### config.mk
export PLATFORM = sky130hd
export DESIGN_NAME = balance_pid_with_steering_core
export DESIGN_NICKNAME = d
export VERILOG_FILES = /design/src/sv/bpid_pkg.sv /design/src/sv/bpid_div.sv /design/src/sv/balance_pid_with_steering_core.sv
export SDC_FILE = /design/constraint.sdc
export NUM_CORES = 2
export LEC_CHECK = 0
export ABC_AREA = 1
export BUFFER_PORTS_ARGS = -buffer_cell sky130_fd_sc_hd__buf_2
export CAP_MARGIN = 20
export CELL_PAD_IN_SITES_DETAIL_PLACEMENT = 0
export CELL_PAD_IN_SITES_GLOBAL_PLACEMENT = 1
export CORE_MARGIN = 2
export CORE_UTILIZATION = 45
export CTS_BUF_LIST = sky130_fd_sc_hd__clkbuf_8
export CTS_CLUSTER_DIAMETER = 120
export DETAILED_ROUTE_END_ITERATION = 10
export PLACE_DENSITY = 0.83
export SYNTH_ARGS = -nofsm -noshare
export SYNTH_HDL_FRONTEND = slang
export SYNTH_SLANG_ARGS = --single-unit
### constraint.sdc
create_clock -name i_clk -period 12.8 [get_ports i_clk]
set_clock_uncertainty 0.15 [all_clocks]
set_input_delay 1.28 -clock i_clk [delete_from_list [all_inputs] [get_ports i_clk]]
set_output_delay 1.28 -clock i_clk [all_outputs]
set_load 0.1 [all_outputs]
### src/sv/bpid_pkg.sv
// Shared constants and types for the balancing PID controller with steering.
// No dependencies; imported by bpid_div and balance_pid_with_steering_core.
package bpid_pkg;

    localparam int DIV_W = 49;
    localparam int DVS_W = 10;
    localparam int DCNT_W = 6;

    localparam logic [DVS_W-1:0] SCALE_FAR = 10'd250;
    localparam logic [DVS_W-1:0] SCALE_MID = 10'd500;
    localparam logic [DVS_W-1:0] SCALE_NEAR = 10'd1000;

    localparam logic [2:0] REG_PROP = 3'd0;
    localparam logic [2:0] REG_INTEG = 3'd1;
    localparam logic [2:0] REG_DERIV = 3'd2;
    localparam logic [2:0] REG_FAR = 3'd3;
    localparam logic [2:0] REG_MID = 3'd4;
    localparam logic [2:0] REG_MOVE = 3'd5;
    localparam logic [2:0] REG_HOLD = 3'd6;
    localparam logic [2:0] REG_TURN = 3'd7;

    localparam logic FN_STEP = 1'b0;
    localparam logic FN_CLEAR = 1'b1;
    localparam logic [1:0] SM_NONE = 2'd0;
    localparam logic [1:0] SM_FWD = 2'd1;
    localparam logic [1:0] SM_BACK = 2'd2;
    localparam logic [1:0] SM_HOLD = 2'd3;
    localparam logic [1:0] TM_STRAIGHT = 2'd0;
    localparam logic [1:0] TM_LEFT = 2'd1;
    localparam logic [1:0] TM_RIGHT = 2'd2;
    localparam logic [1:0] TM_SPARE = 2'd3;

    typedef struct packed {
        logic             start;
        logic [DIV_W-1:0] dividend;
        logic [DVS_W-1:0] divisor;
    } t_div_req;

endpackage

### src/sv/bpid_div.sv
// Bit-serial restoring divider: a load step, then one quotient bit per cycle for each of the 49 dividend bits.
// Depends on bpid_pkg for widths and the request struct.
module bpid_div (
    input  logic                       i_clk,
    input  logic                       i_rst_n,
    input  bpid_pkg::t_div_req         i_req,
    output logic                       o_done,
    output logic [bpid_pkg::DIV_W-1:0] o_quot
);
    import bpid_pkg::*;

    logic              r_busy;
    logic              r_done;
    logic [DCNT_W-1:0] r_cnt;
    logic [DIV_W-1:0]  r_quo;
    logic [DVS_W-1:0]  r_rem;
    logic [DVS_W-1:0]  r_div;
    logic [DVS_W:0]    trial;
    logic              ge;
    logic [DVS_W-1:0]  n_rem;

    always_comb begin
        trial = {r_rem, r_quo[DIV_W-1]};
        ge = trial >= {1'b0, r_div};
        if (ge) begin
            n_rem = DVS_W'(trial - {1'b0, r_div});
        end else begin
            n_rem = trial[DVS_W-1:0];
        end
    end

    always_ff @(posedge i_clk) begin
        if (!i_rst_n) begin
            r_busy <= 1'b0;
            r_done <= 1'b0;
            r_cnt <= '0;
        end else begin
            r_done <= 1'b0;
            if (i_req.start) begin
                r_busy <= 1'b1;
                r_cnt <= '0;
                r_quo <= i_req.dividend;
                r_rem <= '0;
                r_div <= (i_req.divisor == '0) ? DVS_W'(1) : i_req.divisor;
            end else if (r_busy) begin
                r_quo <= {r_quo[DIV_W-2:0], ge};
                r_rem <= n_rem;
                r_cnt <= r_cnt + 1'b1;
                if (r_cnt == DCNT_W'(DIV_W - 1)) begin
                    r_busy <= 1'b0;
                    r_done <= 1'b1;
                end
            end
        end
    end

    assign o_done = r_done;
    assign o_quot = r_quo;

endmodule

### src/sv/balance_pid_with_steering_core.sv
// Top level of the balancing PID controller with steering and its register file.
// Depends on bpid_pkg and bpid_div.
//
// One item is taken at a time. A compute beat runs three bit-serial divisions
// on the shared divider (position correction, steering velocity, turning
// velocity), registers the target and then the error, runs three shift-and-add
// gain products, and then registers the sum and the output register. A reset
// beat goes straight to the output register stage. The divider and the
// one-bit-per-cycle multiplier set the length of a compute beat. The output
// register stage waits while an earlier result is still held by i_stall. A
// finished result waits in the output register while the next beat is accepted;
// no clearing pass follows reset.
module balance_pid_with_steering_core (
    input  logic        i_clk,
    input  logic        i_rst_n,
    input  logic        psel,
    input  logic        penable,
    input  logic        pwrite,
    input  logic [4:0]  paddr,
    input  logic [31:0] pwdata,
    output logic [31:0] prdata,
    output logic        pready,
    input  logic        i_valid,
    output logic        o_stall,
    input  logic        i_func,
    input  logic [1:0]  i_steer_mode,
    input  logic [1:0]  i_turn_mode,
    input  logic signed [31:0] i_pitch_angle,
    input  logic signed [31:0] i_rest_angle,
    input  logic signed [31:0] i_angle_offset,
    input  logic signed [31:0] i_turn_amount,
    input  logic signed [31:0] i_wheel_position,
    input  logic signed [15:0] i_wheel_velocity,
    output logic        o_valid,
    input  logic        i_stall,
    output logic        o_left_reverse,
    output logic [15:0] o_left_magnitude,
    output logic        o_right_reverse,
    output logic [15:0] o_right_magnitude
);
    import bpid_pkg::*;

    localparam logic [3:0] ST_IDLE = 4'd0;
    localparam logic [3:0] ST_DIVC = 4'd1;
    localparam logic [3:0] ST_DIVV = 4'd2;
    localparam logic [3:0] ST_DIVT = 4'd3;
    localparam logic [3:0] ST_TGT = 4'd4;
    localparam logic [3:0] ST_ERR = 4'd5;
    localparam logic [3:0] ST_MULP = 4'd6;
    localparam logic [3:0] ST_MULI = 4'd7;
    localparam logic [3:0] ST_MULD = 4'd8;
    localparam logic [3:0] ST_SUM = 4'd9;
    localparam logic [3:0] ST_FIN = 4'd10;

    localparam logic signed [51:0] TGT_LO = 52'sd10485760;
    localparam logic signed [51:0] TGT_HI = 52'sd13107200;
    localparam logic signed [51:0] ERR_LO = -52'sd2147483648;
    localparam logic signed [51:0] ERR_HI = 52'sd2147483647;
    localparam logic signed [49:0] INT_LO = -50'sd140737488355328;
    localparam logic signed [49:0] INT_HI = 50'sd140737488355327;

    logic [15:0] r_prop, r_integ, r_deriv;
    logic [14:0] r_far, r_mid;
    logic [9:0]  r_move, r_hold_div, r_turn_div;

    logic [3:0]  r_state;
    logic        r_launch;
    logic        r_zero;
    logic [1:0]  r_steer, r_turn;
    logic signed [31:0] r_pitch, r_rest, r_offset, r_tamt, r_pos;
    logic signed [15:0] r_vel;
    logic signed [47:0] r_int;
    logic signed [31:0] r_prev;
    logic signed [31:0] r_hold;
    logic signed [49:0] r_corr;
    logic signed [33:0] r_vs, r_vt;
    logic signed [51:0] r_tgt;
    logic signed [31:0] r_err;
    logic signed [32:0] r_diff;
    logic signed [48:0] r_mc, r_acc;
    logic [15:0] r_mg;
    logic [3:0]  r_mcnt;
    logic signed [40:0] r_p, r_d;
    logic signed [51:0] r_drive;
    logic        r_ovalid;
    logic        r_lrev, r_rrev;
    logic [15:0] r_lmag, r_rmag;

    t_div_req          div_req;
    logic              div_done;
    logic [DIV_W-1:0]  div_quot;

    logic signed [32:0] pos_err;
    logic [32:0]        pos_abs;
    logic signed [16:0] vel_ext;
    logic [15:0]        vel_abs;
    logic signed [49:0] quot_s;
    logic signed [33:0] quot_v;
    logic signed [51:0] n_tgt;
    logic signed [51:0] tgt_raw;
    logic signed [51:0] err_raw;
    logic signed [31:0] n_err;
    logic signed [48:0] acc_sum;
    logic signed [49:0] int_raw;
    logic signed [47:0] n_int;
    logic signed [33:0] vt_abs;
    logic signed [34:0] turn_raw;
    logic signed [51:0] turn_pos;
    logic signed [51:0] left_drv, right_drv;
    logic        l_rev, r_rev_n;
    logic [15:0] l_mag, r_mag_n;
    logic        cfg_wr;

    function automatic logic [16:0] drive_emit(input logic signed [51:0] drv);
        logic [51:0] mag;
        begin
            mag = drv[51] ? 52'(-drv) : 52'(drv);
            if (|mag[51:32]) begin
                drive_emit = {drv[51], 16'hFFFF};
            end else begin
                drive_emit = {drv[51], mag[31:16]};
            end
        end
    endfunction

    bpid_div u_div (
        .i_clk  (i_clk),
        .i_rst_n(i_rst_n),
        .i_req  (div_req),
        .o_done (div_done),
        .o_quot (div_quot)
    );

    always_comb begin
        pos_err = 33'(r_pos) - 33'(r_hold);
        pos_abs = pos_err[32] ? 33'(-pos_err) : 33'(pos_err);
        vel_ext = 17'(r_vel);
        vel_abs = vel_ext[16] ? 16'(-vel_ext) : 16'(vel_ext);

        div_req.start = r_launch;
        div_req.dividend = {17'b0, vel_abs, 16'b0};
        div_req.divisor = r_move;
        case (r_state)
            ST_DIVC: begin
                div_req.dividend = {pos_abs, 16'b0};
                if (pos_abs > {18'b0, r_far}) begin
                    div_req.divisor = SCALE_FAR;
                end else if (pos_abs > {18'b0, r_mid}) begin
                    div_req.divisor = SCALE_MID;
                end else begin
                    div_req.divisor = SCALE_NEAR;
                end
            end
            ST_DIVV: begin
                div_req.divisor = (r_steer == SM_HOLD) ? r_hold_div : r_move;
            end
            ST_DIVT: begin
                div_req.divisor = r_turn_div;
            end
            default: begin
                div_req.divisor = r_move;
            end
        endcase

        quot_s = pos_err[32] ? -$signed({1'b0, div_quot}) : $signed({1'b0, div_quot});
        quot_v = vel_ext[16] ? -$signed({2'b0, div_quot[31:0]})
                             : $signed({2'b0, div_quot[31:0]});

        tgt_raw = 52'(r_rest) - 52'(r_corr) - 52'(r_vs);
        case (r_steer)
            SM_FWD: n_tgt = 52'(r_rest) - 52'(r_offset) - 52'(r_vs);
            SM_BACK: n_tgt = 52'(r_rest) + 52'(r_offset) - 52'(r_vs);
            SM_HOLD: begin
                if (tgt_raw < TGT_LO) begin
                    n_tgt = TGT_LO;
                end else if (tgt_raw > TGT_HI) begin
                    n_tgt = TGT_HI;
                end else begin
                    n_tgt = tgt_raw;
                end
            end
            default: n_tgt = 52'(r_rest);
        endcase

        err_raw = r_tgt - 52'(r_pitch);
        if (err_raw < ERR_LO) begin
            n_err = 32'(ERR_LO);
        end else if (err_raw > ERR_HI) begin
            n_err = 32'(ERR_HI);
        end else begin
            n_err = 32'(err_raw);
        end

        acc_sum = r_mg[0] ? r_acc + r_mc : r_acc;
        int_raw = 50'(r_int) + 50'($signed(acc_sum[48:8]));
        if (int_raw < INT_LO) begin
            n_int = 48'(INT_LO);
        end else if (int_raw > INT_HI) begin
            n_int = 48'(INT_HI);
        end else begin
            n_int = 48'(int_raw);
        end

        vt_abs = r_vt[33] ? -r_vt : r_vt;
        turn_raw = 35'(r_tamt) - 35'(vt_abs);
        turn_pos = turn_raw[34] ? 52'sd0 : 52'(turn_raw);
        case (r_turn)
            TM_LEFT: begin
                left_drv = r_drive - turn_pos;
                right_drv = r_drive + turn_pos;
            end
            TM_RIGHT: begin
                left_drv = r_drive + turn_pos;
                right_drv = r_drive - turn_pos;
            end
            default: begin
                left_drv = r_drive;
                right_drv = r_drive;
            end
        endcase
        {l_rev, l_mag} = drive_emit(left_drv);
        {r_rev_n, r_mag_n} = drive_emit(right_drv);
    end

    assign cfg_wr = psel && penable && pwrite;
    assign pready = 1'b1;

    always_comb begin
        case (paddr[4:2])
            REG_PROP: prdata = {16'b0, r_prop};
            REG_INTEG: prdata = {16'b0, r_integ};
            REG_DERIV: prdata = {16'b0, r_deriv};
            REG_FAR: prdata = {17'b0, r_far};
            REG_MID: prdata = {17'b0, r_mid};
            REG_MOVE: prdata = {22'b0, r_move};
            REG_HOLD: prdata = {22'b0, r_hold_div};
            REG_TURN: prdata = {22'b0, r_turn_div};
            default: prdata = '0;
        endcase
    end

    always_ff @(posedge i_clk) begin
        if (!i_rst_n) begin
            r_prop <= 16'd14200;
            r_integ <= 16'd142;
            r_deriv <= 16'd10886;
            r_far <= 15'd4000;
            r_mid <= 15'd2000;
            r_move <= 10'd35;
            r_hold_div <= 10'd30;
            r_turn_div <= 10'd35;
        end else if (cfg_wr) begin
            case (paddr[4:2])
                REG_PROP: r_prop <= pwdata[15:0];
                REG_INTEG: r_integ <= pwdata[15:0];
                REG_DERIV: r_deriv <= pwdata[15:0];
                REG_FAR: r_far <= pwdata[14:0];
                REG_MID: r_mid <= pwdata[14:0];
                REG_MOVE: r_move <= pwdata[9:0];
                REG_HOLD: r_hold_div <= pwdata[9:0];
                REG_TURN: r_turn_div <= pwdata[9:0];
                default: r_prop <= r_prop;
            endcase
        end
    end

    always_ff @(posedge i_clk) begin
        if (!i_rst_n) begin
            r_launch <= 1'b0;
        end else begin
            r_launch <= ((r_state == ST_IDLE) && i_valid && (i_func == FN_STEP))
                     || (((r_state == ST_DIVC) || (r_state == ST_DIVV)) && div_done);
        end
    end

    always_ff @(posedge i_clk) begin
        if (!i_rst_n) begin
            r_state <= ST_IDLE;
            r_zero <= 1'b0;
            r_ovalid <= 1'b0;
            r_int <= '0;
            r_prev <= '0;
            r_hold <= '0;
        end else begin
            if (r_ovalid && !i_stall && (r_state != ST_FIN)) begin
                r_ovalid <= 1'b0;
            end
            case (r_state)
                ST_IDLE: begin
                    if (i_valid) begin
                        r_steer <= i_steer_mode;
                        r_turn <= i_turn_mode;
                        r_pitch <= i_pitch_angle;
                        r_rest <= i_rest_angle;
                        r_offset <= i_angle_offset;
                        r_tamt <= i_turn_amount;
                        r_pos <= i_wheel_position;
                        r_vel <= i_wheel_velocity;
                        if (i_func == FN_CLEAR) begin
                            r_int <= '0;
                            r_prev <= '0;
                            r_hold <= i_wheel_position;
                            r_zero <= 1'b1;
                            r_state <= ST_FIN;
                        end else begin
                            r_zero <= 1'b0;
                            r_state <= ST_DIVC;
                        end
                    end
                end
                ST_DIVC: begin
                    if (div_done) begin
                        r_corr <= quot_s;
                        r_state <= ST_DIVV;
                    end
                end
                ST_DIVV: begin
                    if (div_done) begin
                        r_vs <= quot_v;
                        r_state <= ST_DIVT;
                    end
                end
                ST_DIVT: begin
                    if (div_done) begin
                        r_vt <= quot_v;
                        r_state <= ST_TGT;
                    end
                end
                ST_TGT: begin
                    r_tgt <= n_tgt;
                    r_state <= ST_ERR;
                end
                ST_ERR: begin
                    r_err <= n_err;
                    r_diff <= 33'(n_err) - 33'(r_prev);
                    r_prev <= n_err;
                    r_mc <= 49'(n_err);
                    r_mg <= r_prop;
                    r_acc <= '0;
                    r_mcnt <= '0;
                    r_state <= ST_MULP;
                end
                ST_MULP, ST_MULI, ST_MULD: begin
                    if (r_mcnt == 4'd15) begin
                        r_acc <= '0;
                        r_mcnt <= '0;
                        if (r_state == ST_MULP) begin
                            r_p <= acc_sum[48:8];
                            r_mc <= 49'(r_err);
                            r_mg <= r_integ;
                            r_state <= ST_MULI;
                        end else if (r_state == ST_MULI) begin
                            r_int <= n_int;
                            r_mc <= 49'(r_diff);
                            r_mg <= r_deriv;
                            r_state <= ST_MULD;
                        end else begin
                            r_d <= acc_sum[48:8];
                            r_state <= ST_SUM;
                        end
                    end else begin
                        r_acc <= acc_sum;
                        r_mc <= r_mc <<< 1;
                        r_mg <= r_mg >> 1;
                        r_mcnt <= r_mcnt + 1'b1;
                    end
                end
                ST_SUM: begin
                    r_drive <= 52'(r_p) + 52'(r_int) + 52'(r_d);
                    r_state <= ST_FIN;
                end
                ST_FIN: begin
                    if (!(r_ovalid && i_stall)) begin
                        r_ovalid <= 1'b1;
                        if (r_zero) begin
                            r_lrev <= 1'b0;
                            r_lmag <= '0;
                            r_rrev <= 1'b0;
                            r_rmag <= '0;
                        end else begin
                            r_lrev <= l_rev;
                            r_lmag <= l_mag;
                            r_rrev <= r_rev_n;
                            r_rmag <= r_mag_n;
                        end
                        r_state <= ST_IDLE;
                    end
                end
                default: r_state <= ST_IDLE;
            endcase
        end
    end

    assign o_stall = (r_state != ST_IDLE);
    assign o_valid = r_ovalid;
    assign o_left_reverse = r_lrev;
    assign o_left_magnitude = r_lmag;
    assign o_right_reverse = r_rrev;
    assign o_right_magnitude = r_rmag;

endmodule

After elaboration in Yosys (flattened, before gate mapping)
Cells that the tools add are included.
{ "totals": {"reg_bits": 1005, "in_bits": 225, "output_inout_bits": 69, "elab_cells": 246} }
{ "classes": {"add_sub_neg": 26, "order_cmp": 9, "eq_ne": 36, "n_mux": 69, "bitwise_logic": 6, "reduce_logical": 52} }
{ "op_table": {"columns": ["cell", "n"], "rows": [
  ["2-to-1 mux 49 bit", 9],
  ["2-to-1 mux 48 bit", 7],
  ["case mux 32 bit (8 select lines)", 1],
  ["2-to-1 mux 52 bit", 4],
  ["case mux 52 bit (2 select lines)", 2],
  ["case mux 49 bit (2 select lines)", 2],
  ["case mux 52 bit (3 select lines)", 1],
  ["2-to-1 mux 32 bit", 4],
  ["negation 52 bit", 2],
  ["2-to-1 mux 34 bit", 3],
  ["subtractor 32 x 32 -> 33 bit", 3],
  ["2-to-1 mux 16 bit", 6],
  ["case mux 48 bit (2 select lines)", 1],
  ["subtractor 33 x 34 -> 35 bit", 2],
  ["greater-than comparator 33 x 15 -> 1 bit", 2],
  ["case mux 32 bit (2 select lines)", 1],
  ["adder 52 x 35 -> 52 bit", 1],
  ["greater-than comparator 52 x 25 -> 1 bit (second input constant)", 1],
  ["greater-than comparator 52 x 32 -> 1 bit (second input constant)", 1],
  ["less-than comparator 52 x 25 -> 1 bit (second input constant)", 1],
  ["less-than comparator 52 x 32 -> 1 bit (second input constant)", 1],
  ["subtractor 51 x 34 -> 52 bit", 1],
  ["subtractor 52 x 32 -> 52 bit", 1],
  ["subtractor 52 x 35 -> 52 bit", 1],
  ["57 further kinds", 140]
]} }

Longest topological paths before layout
{ "depth": {"word_depth": 10, "mapped_depth": 64, "mapped_depth_nobuf": 61} }

By module
Synthesis repeated with hierarchy kept, for this count alone.
{ "unflattened": {"hier_cells": 11430, "hier_area_um2": 83112.2} }
{ "modules_own_cells": {"columns": ["module", "instances", "cells_each", "area_each_um2", "seq_area_each_um2"], "rows": [
  ["balance_pid_with_steering_core", 1, 10990, 79229.7, 25534.5],
  ["bpid_div", 1, 440, 3882.5, 2232.1]
]} }

Worst setup path after synthesis
OpenSTA, ideal clock, no wires.
{ "synth_path": {"path_kind": "input to register", "from": "input i_rst_n", "to": "register r_offset[0], enable pin", "setup_ps": 724, "arrival_time_ps": 9033, "t_required_ps": 11926, "path_slack_ps": 2894, "path_stages": 3, "path_buffers": 1, "path_cell_list": "inv_1 > clkbuf_1 > nor2_1"} }
{ "synth_via": {"elab_chain_cells": 1} }
{ "synth_rtl": {"columns": ["item", "line_no", "text"], "rows": [
  ["start, declared", "balance_pid_with_steering_core.sv:15", "input logic i_rst_n,"],
  ["AND reduction 3 bit (no line)", null, null],
  ["end signal, assigned", "balance_pid_with_steering_core.sv:295", "r_offset <= i_angle_offset;"],
  ["end, declared", "balance_pid_with_steering_core.sv:70", "logic signed [31:0] r_pitch, r_rest, r_offset, r_tamt, r_pos;"]
]} }
No other way between the ends.
A chain may end at the register's enable or synchronous reset.

Worst setup path in the final report
{ "layout_path": {"from": "register r_vt[2]", "to": "register r_lmag[0], in the netlist o_left_magnitude[0] (data pin)"} }
{ "layout_via": {"elab_chain_cells": 10, "word_cells_on_any_way": 11, "cone_classes": "5 x add/sub; 5 x mux; 1 x reduce/logical"} }
{ "layout_rtl": {"columns": ["item", "line_no", "text"], "rows": [
  ["start, declared", "balance_pid_with_steering_core.sv:76", "logic signed [33:0] r_vs, r_vt;"],
  ["start signal, assigned", "balance_pid_with_steering_core.sv:325", "r_vt <= quot_v;"],
  ["negation 34 bit", "balance_pid_with_steering_core.sv:204", "vt_abs = r_vt[33] ? -r_vt : r_vt;"],
  ["2-to-1 mux 34 bit (*)", "balance_pid_with_steering_core.sv:204", null],
  ["subtractor 32 x 34 -> 35 bit (*)", "balance_pid_with_steering_core.sv:205", "turn_raw = 35'(r_tamt) - 35'(vt_abs);"],
  ["2-to-1 mux 34 bit (*)", "balance_pid_with_steering_core.sv:206", "turn_pos = turn_raw[34] ? 52'sd0 : 52'(turn_raw);"],
  ["adder 52 x 35 -> 52 bit or subtractor 52 x 35 -> 52 bit (tied branches)", "balance_pid_with_steering_core.sv:213, balance_pid_with_steering_core.sv:209", null],
  ["case mux 52 bit (2 select lines) (*)", "balance_pid_with_steering_core.sv:207", "case (r_turn)"],
  ["negation 52 bit", "balance_pid_with_steering_core.sv:117", "mag = drv[51] ? 52'(-drv) : 52'(drv);"],
  ["2-to-1 mux 52 bit (*)", "balance_pid_with_steering_core.sv:117", null],
  ["OR reduction 20 bit", "balance_pid_with_steering_core.sv:118", "if (|mag[51:32]) begin"],
  ["2-to-1 mux 16 bit (*)", "balance_pid_with_steering_core.sv:118", null],
  ["end signal, assigned", "balance_pid_with_steering_core.sv:382", "r_lmag <= l_mag;"],
  ["end, declared", "balance_pid_with_steering_core.sv:87", "logic [15:0] r_lmag, r_rmag;"]
]} }
Every way passes the cells marked *; elsewhere a longest branch is shown, timed or not.

==> results.md <==
* DR vias at ~78000
* Period utilization at 83.4%
* Slew Viols, Final at 0
* CTS Buffer Depth at 3
* Worst reg-to-reg setup slack at 2120 ps
* Outcome: finished clean
* Number of enable flip-flop cells after synthesis at between 700 and 800
* Final hold violation count at 0
* Cell variety after synth at 76
* Layout cells sized above 1 at a little under 7%
* Die W at about 430 um
* Worst-path fanout max at 32
* Hold Path Origin: r_hold[17]
* Total die area at 0.189 mm2
* Yosys reg bits at 1003
* Post-Synth Simple-Gate Area at roughly 27%
* Core Region at roughly 0.18 mm2
* Mux share of post-synthesis cell area at 0.0120%
* Hold buffer count at CTS at 0
* Post-layout util at 49.4%
* CP Data Arrival Time at 11200 ps
* Async set or reset register ratio after synthesis at 0%
* RD Place Congestion at 1.03
* Register Area at approximately 0.028 mm2
* Ports at 294
* Post-CTS setup buffer count at 0
* Slew @ Worst Pin at around 1100 ps
* All-layer global routing usage at a little under a third
* Reg clk slew, reported paths at 60 ps
* Initial antenna violation count at 17
* Synth Flop Type: edfxtp_1
* Die height at 434 um
* Compound-Gate Fraction of Synth Area at 13.2%
* Fmax at 93.7 MHz
* Remaining Overflow, GRT at 0
* Clk Latency, worst-skew pair at 960 ps
* Critical path type: flip-flop to flip-flop
* Vias in the first global route at 74878
* Residual DRC at 0
* Syn Std Cell Area at 0.0833 mm2
* Critical path endpoint category: flip-flop
* TritonCTS Buffers at 176
* Seq/Total Area, Yosys at 33.3%
* Post-DRT Antenna Nets at 0
* P_leak at about 42 nW
* Largest net degree at the start of global routing at 77
* Filler cells at 18569
* Startpoint Class: flip-flop
* Adder-cell area share of the yosys netlist at approximately 12%
* TritonRoute pass-1 iters at 9
* Fin Setup TNS at 0 ps
* Site Rows at roughly 160
* Nets at between 10000 and 15000
* WP data required at 13320 ps
* Unrepaired setup endpoints after global routing: no
* MaxCap Viol Count at 0
* CTS root buf: clkbuf_8
* Vias/cell at 5.47
* Hold path depth at 2
* First-pass GRT wire length at 454 mm
* Synthesized area per cell at 7.25 um2
* Starting Density at 45.4%
* H-tree levels at 4
* Largest family of logic cells by synthesized area: simple AND/OR/NAND/NOR gates
* Pwr/cell area at around 140 mW/mm2
* Final setup fails at 0
* Average wire per standard cell at 21.3 um
* TritonCTS clock tree: yes
* Dpl hpwl at around 250 mm
* XOR/XNOR Fraction of Synth Area at under 10%
* Routed wire length at 305 mm
* Synth Warn # at 0
* I/O Buffers at about 260
* Most used cell, CP: nand2_1
* Worst IR Drop VDD at between 100 and 150 uV
* HP Class: flip-flop to flip-flop
* RR Endpoint: o_left_magnitude[0]
* Max stage delay on crit path at ~480 ps
* Area of the multi-input gates at 0.0479 mm2
* Reg-to-Reg Start: r_vt[2]
* Hold worst-path end: r_hold[17]
* Cts repair resizes at 0
* DR iter-0 viols at 6993
* Mapped Cells at 11502
* CP max stage cell: a21oi_2
* Tmin final at 10680 ps
* Slew Limit Headroom at 24.3%
* Clock sinks at ~1000
* Reg2reg path depth at 56
* Area growth syn-to-layout at 8.70%
cells in the mapped netlist (all sizes together), types with 25 or more instances:
| cell | instances | area (um2) |
|---|---|---|
| o21a | 35 | 263 |
| ha | 535 | 6690 |
| o22ai | 33 | 206 |
| a21oi | 928 | 4740 |
| a221oi | 25 | 219 |
| dfxtp | 235 | 4700 |
| edfxtp | 768 | 23100 |
| o211ai | 36 | 270 |
| o21bai | 29 | 218 |
| clkbuf | 174 | 654 |
| nand3 | 781 | 4040 |
| xor2 | 308 | 2700 |
| nand2 | 3055 | 11600 |
| fa | 176 | 3520 |
| nor3 | 110 | 607 |
| buf | 120 | 767 |
| nor4 | 40 | 256 |
| nor2 | 1111 | 4380 |
| inv | 1697 | 6370 |
| o21ai | 636 | 3190 |
| nand4 | 170 | 1070 |
| a31oi | 97 | 607 |
| xnor2 | 150 | 1310 |
| a21boi | 35 | 274 |
stage by stage:
stage	hold slack (ps)	instances	setup slack, ps	instance area [um2]	total power [mW]
finish	306	14342	2120	90600	12.7
floorplan	283	11517	2890	83400	7.90
detailed placement	303	14005	2300	87000	9.59
CTS	246	14333	2250	90500	12.7
global placement	297	14005	2410	87000	9.52
global route	273	14340	1080	90600	13.5
critical path: cells and delay by family (launching register included):
kind / cells / cell delay (ps)
xor gates and xnor gates: 1 / 160
buffers and inverters: 8 / 920
and+or+nand+nor: 38 / 6230
adders and majority gates: 3 / 1200
AOI/OAI and AO/OA: 6 / 1220
DFF: 1 / 450
cells by family (layout without fill, tap and decap cells):
kind of cell / after synthesis / after routing
other: 2 / 24
adders and majority gates: 711 / 711
muxes: 1 / 1
and+or+nand+nor: 5338 / 5338
DFF: 1003 / 1003
AOI/OAI and AO/OA: 1984 / 1984
buffers and inverters: 2005 / 2359
xor gates and xnor gates: 458 / 458
worst max-delay path by stage:
stage | startpoint | end | depth (start not counted)
after floorplan | i_rst_n | r_offset[0] | 3
final | r_vt[2] | o_left_magnitude[0] | 56
after CTS | r_vt[2] | o_left_magnitude[0] | 56
after global placement | r_vt[2] | o_left_magnitude[0] | 56
after global routing | r_vt[2] | o_left_magnitude[4] | 56
after detailed placement | r_vt[2] | o_left_magnitude[0] | 56
sequential cells by signal, indices dropped and copies added, names as in the netlist, 41 cells and up:
| signal | count |
|---|---|
| r_acc | 49 |
| r_tgt | 52 |
| u_div.o_quot | 49 |
| r_drive | 50 |
| r_mc | 49 |
| r_p | 41 |
| r_d | 41 |
| r_corr | 50 |
| r_int | 48 |
final cells by class:
cell class,instances,share of cell area (%)
clock buffers,191,2.90
diodes,7,0.0193
inverters,1709,7.09
multi-input cells,8509,52.9
clock inverters,137,1.04
repair buffers,322,1.99
flip-flops and latches,1003,30.6
well taps,2464,3.40
layout by cell type, fill, tap and decap left out, types with 27 or more instances in the layout:
master | netlist | final
nand2_1 | 3007 | 3004
inv_1 | 1667 | 1714
nor2_1 | 1054 | 1041
a21oi_1 | 907 | 905
edfxtp_1 | 768 | 768
nand3_1 | 757 | 757
o21ai_0 | 607 | 607
ha_1 | 535 | 533
xor2_1 | 308 | 308
buf_2 | 41 | 257
dfxtp_1 | 235 | 234
clkbuf_8 | 0 | 191
fa_1 | 176 | 176
nand4_1 | 169 | 169
xnor2_1 | 150 | 150
nor3_1 | 100 | 97
a31oi_1 | 97 | 97
buf_4 | 34 | 63
nor2_2 | 45 | 48
nand2_2 | 44 | 46
clkinv_1 | 11 | 46
nor4_1 | 39 | 39
o211ai_1 | 36 | 36
o21a_1 | 35 | 35
o22ai_1 | 33 | 33
inv_2 | 29 | 31
o21bai_1 | 29 | 29
o21ai_1 | 28 | 27
metal layers:
metal	vias up	wire, um	track usage, %
met3	535	19700	4.95
met4	14	15200	14.4
met5	-	95	0
met1	36968	133000	42.2
li1	38378	-	-
met2	2525	137000	51.4
where the power goes:
part	switching (mW)	total, mW	internal (mW)
clock	1.47	3.05	1.58
sequential	0.128	3.98	3.86
combinational	4.01	5.63	1.61
Note: power is estimated with default switching activity, not from simulation.
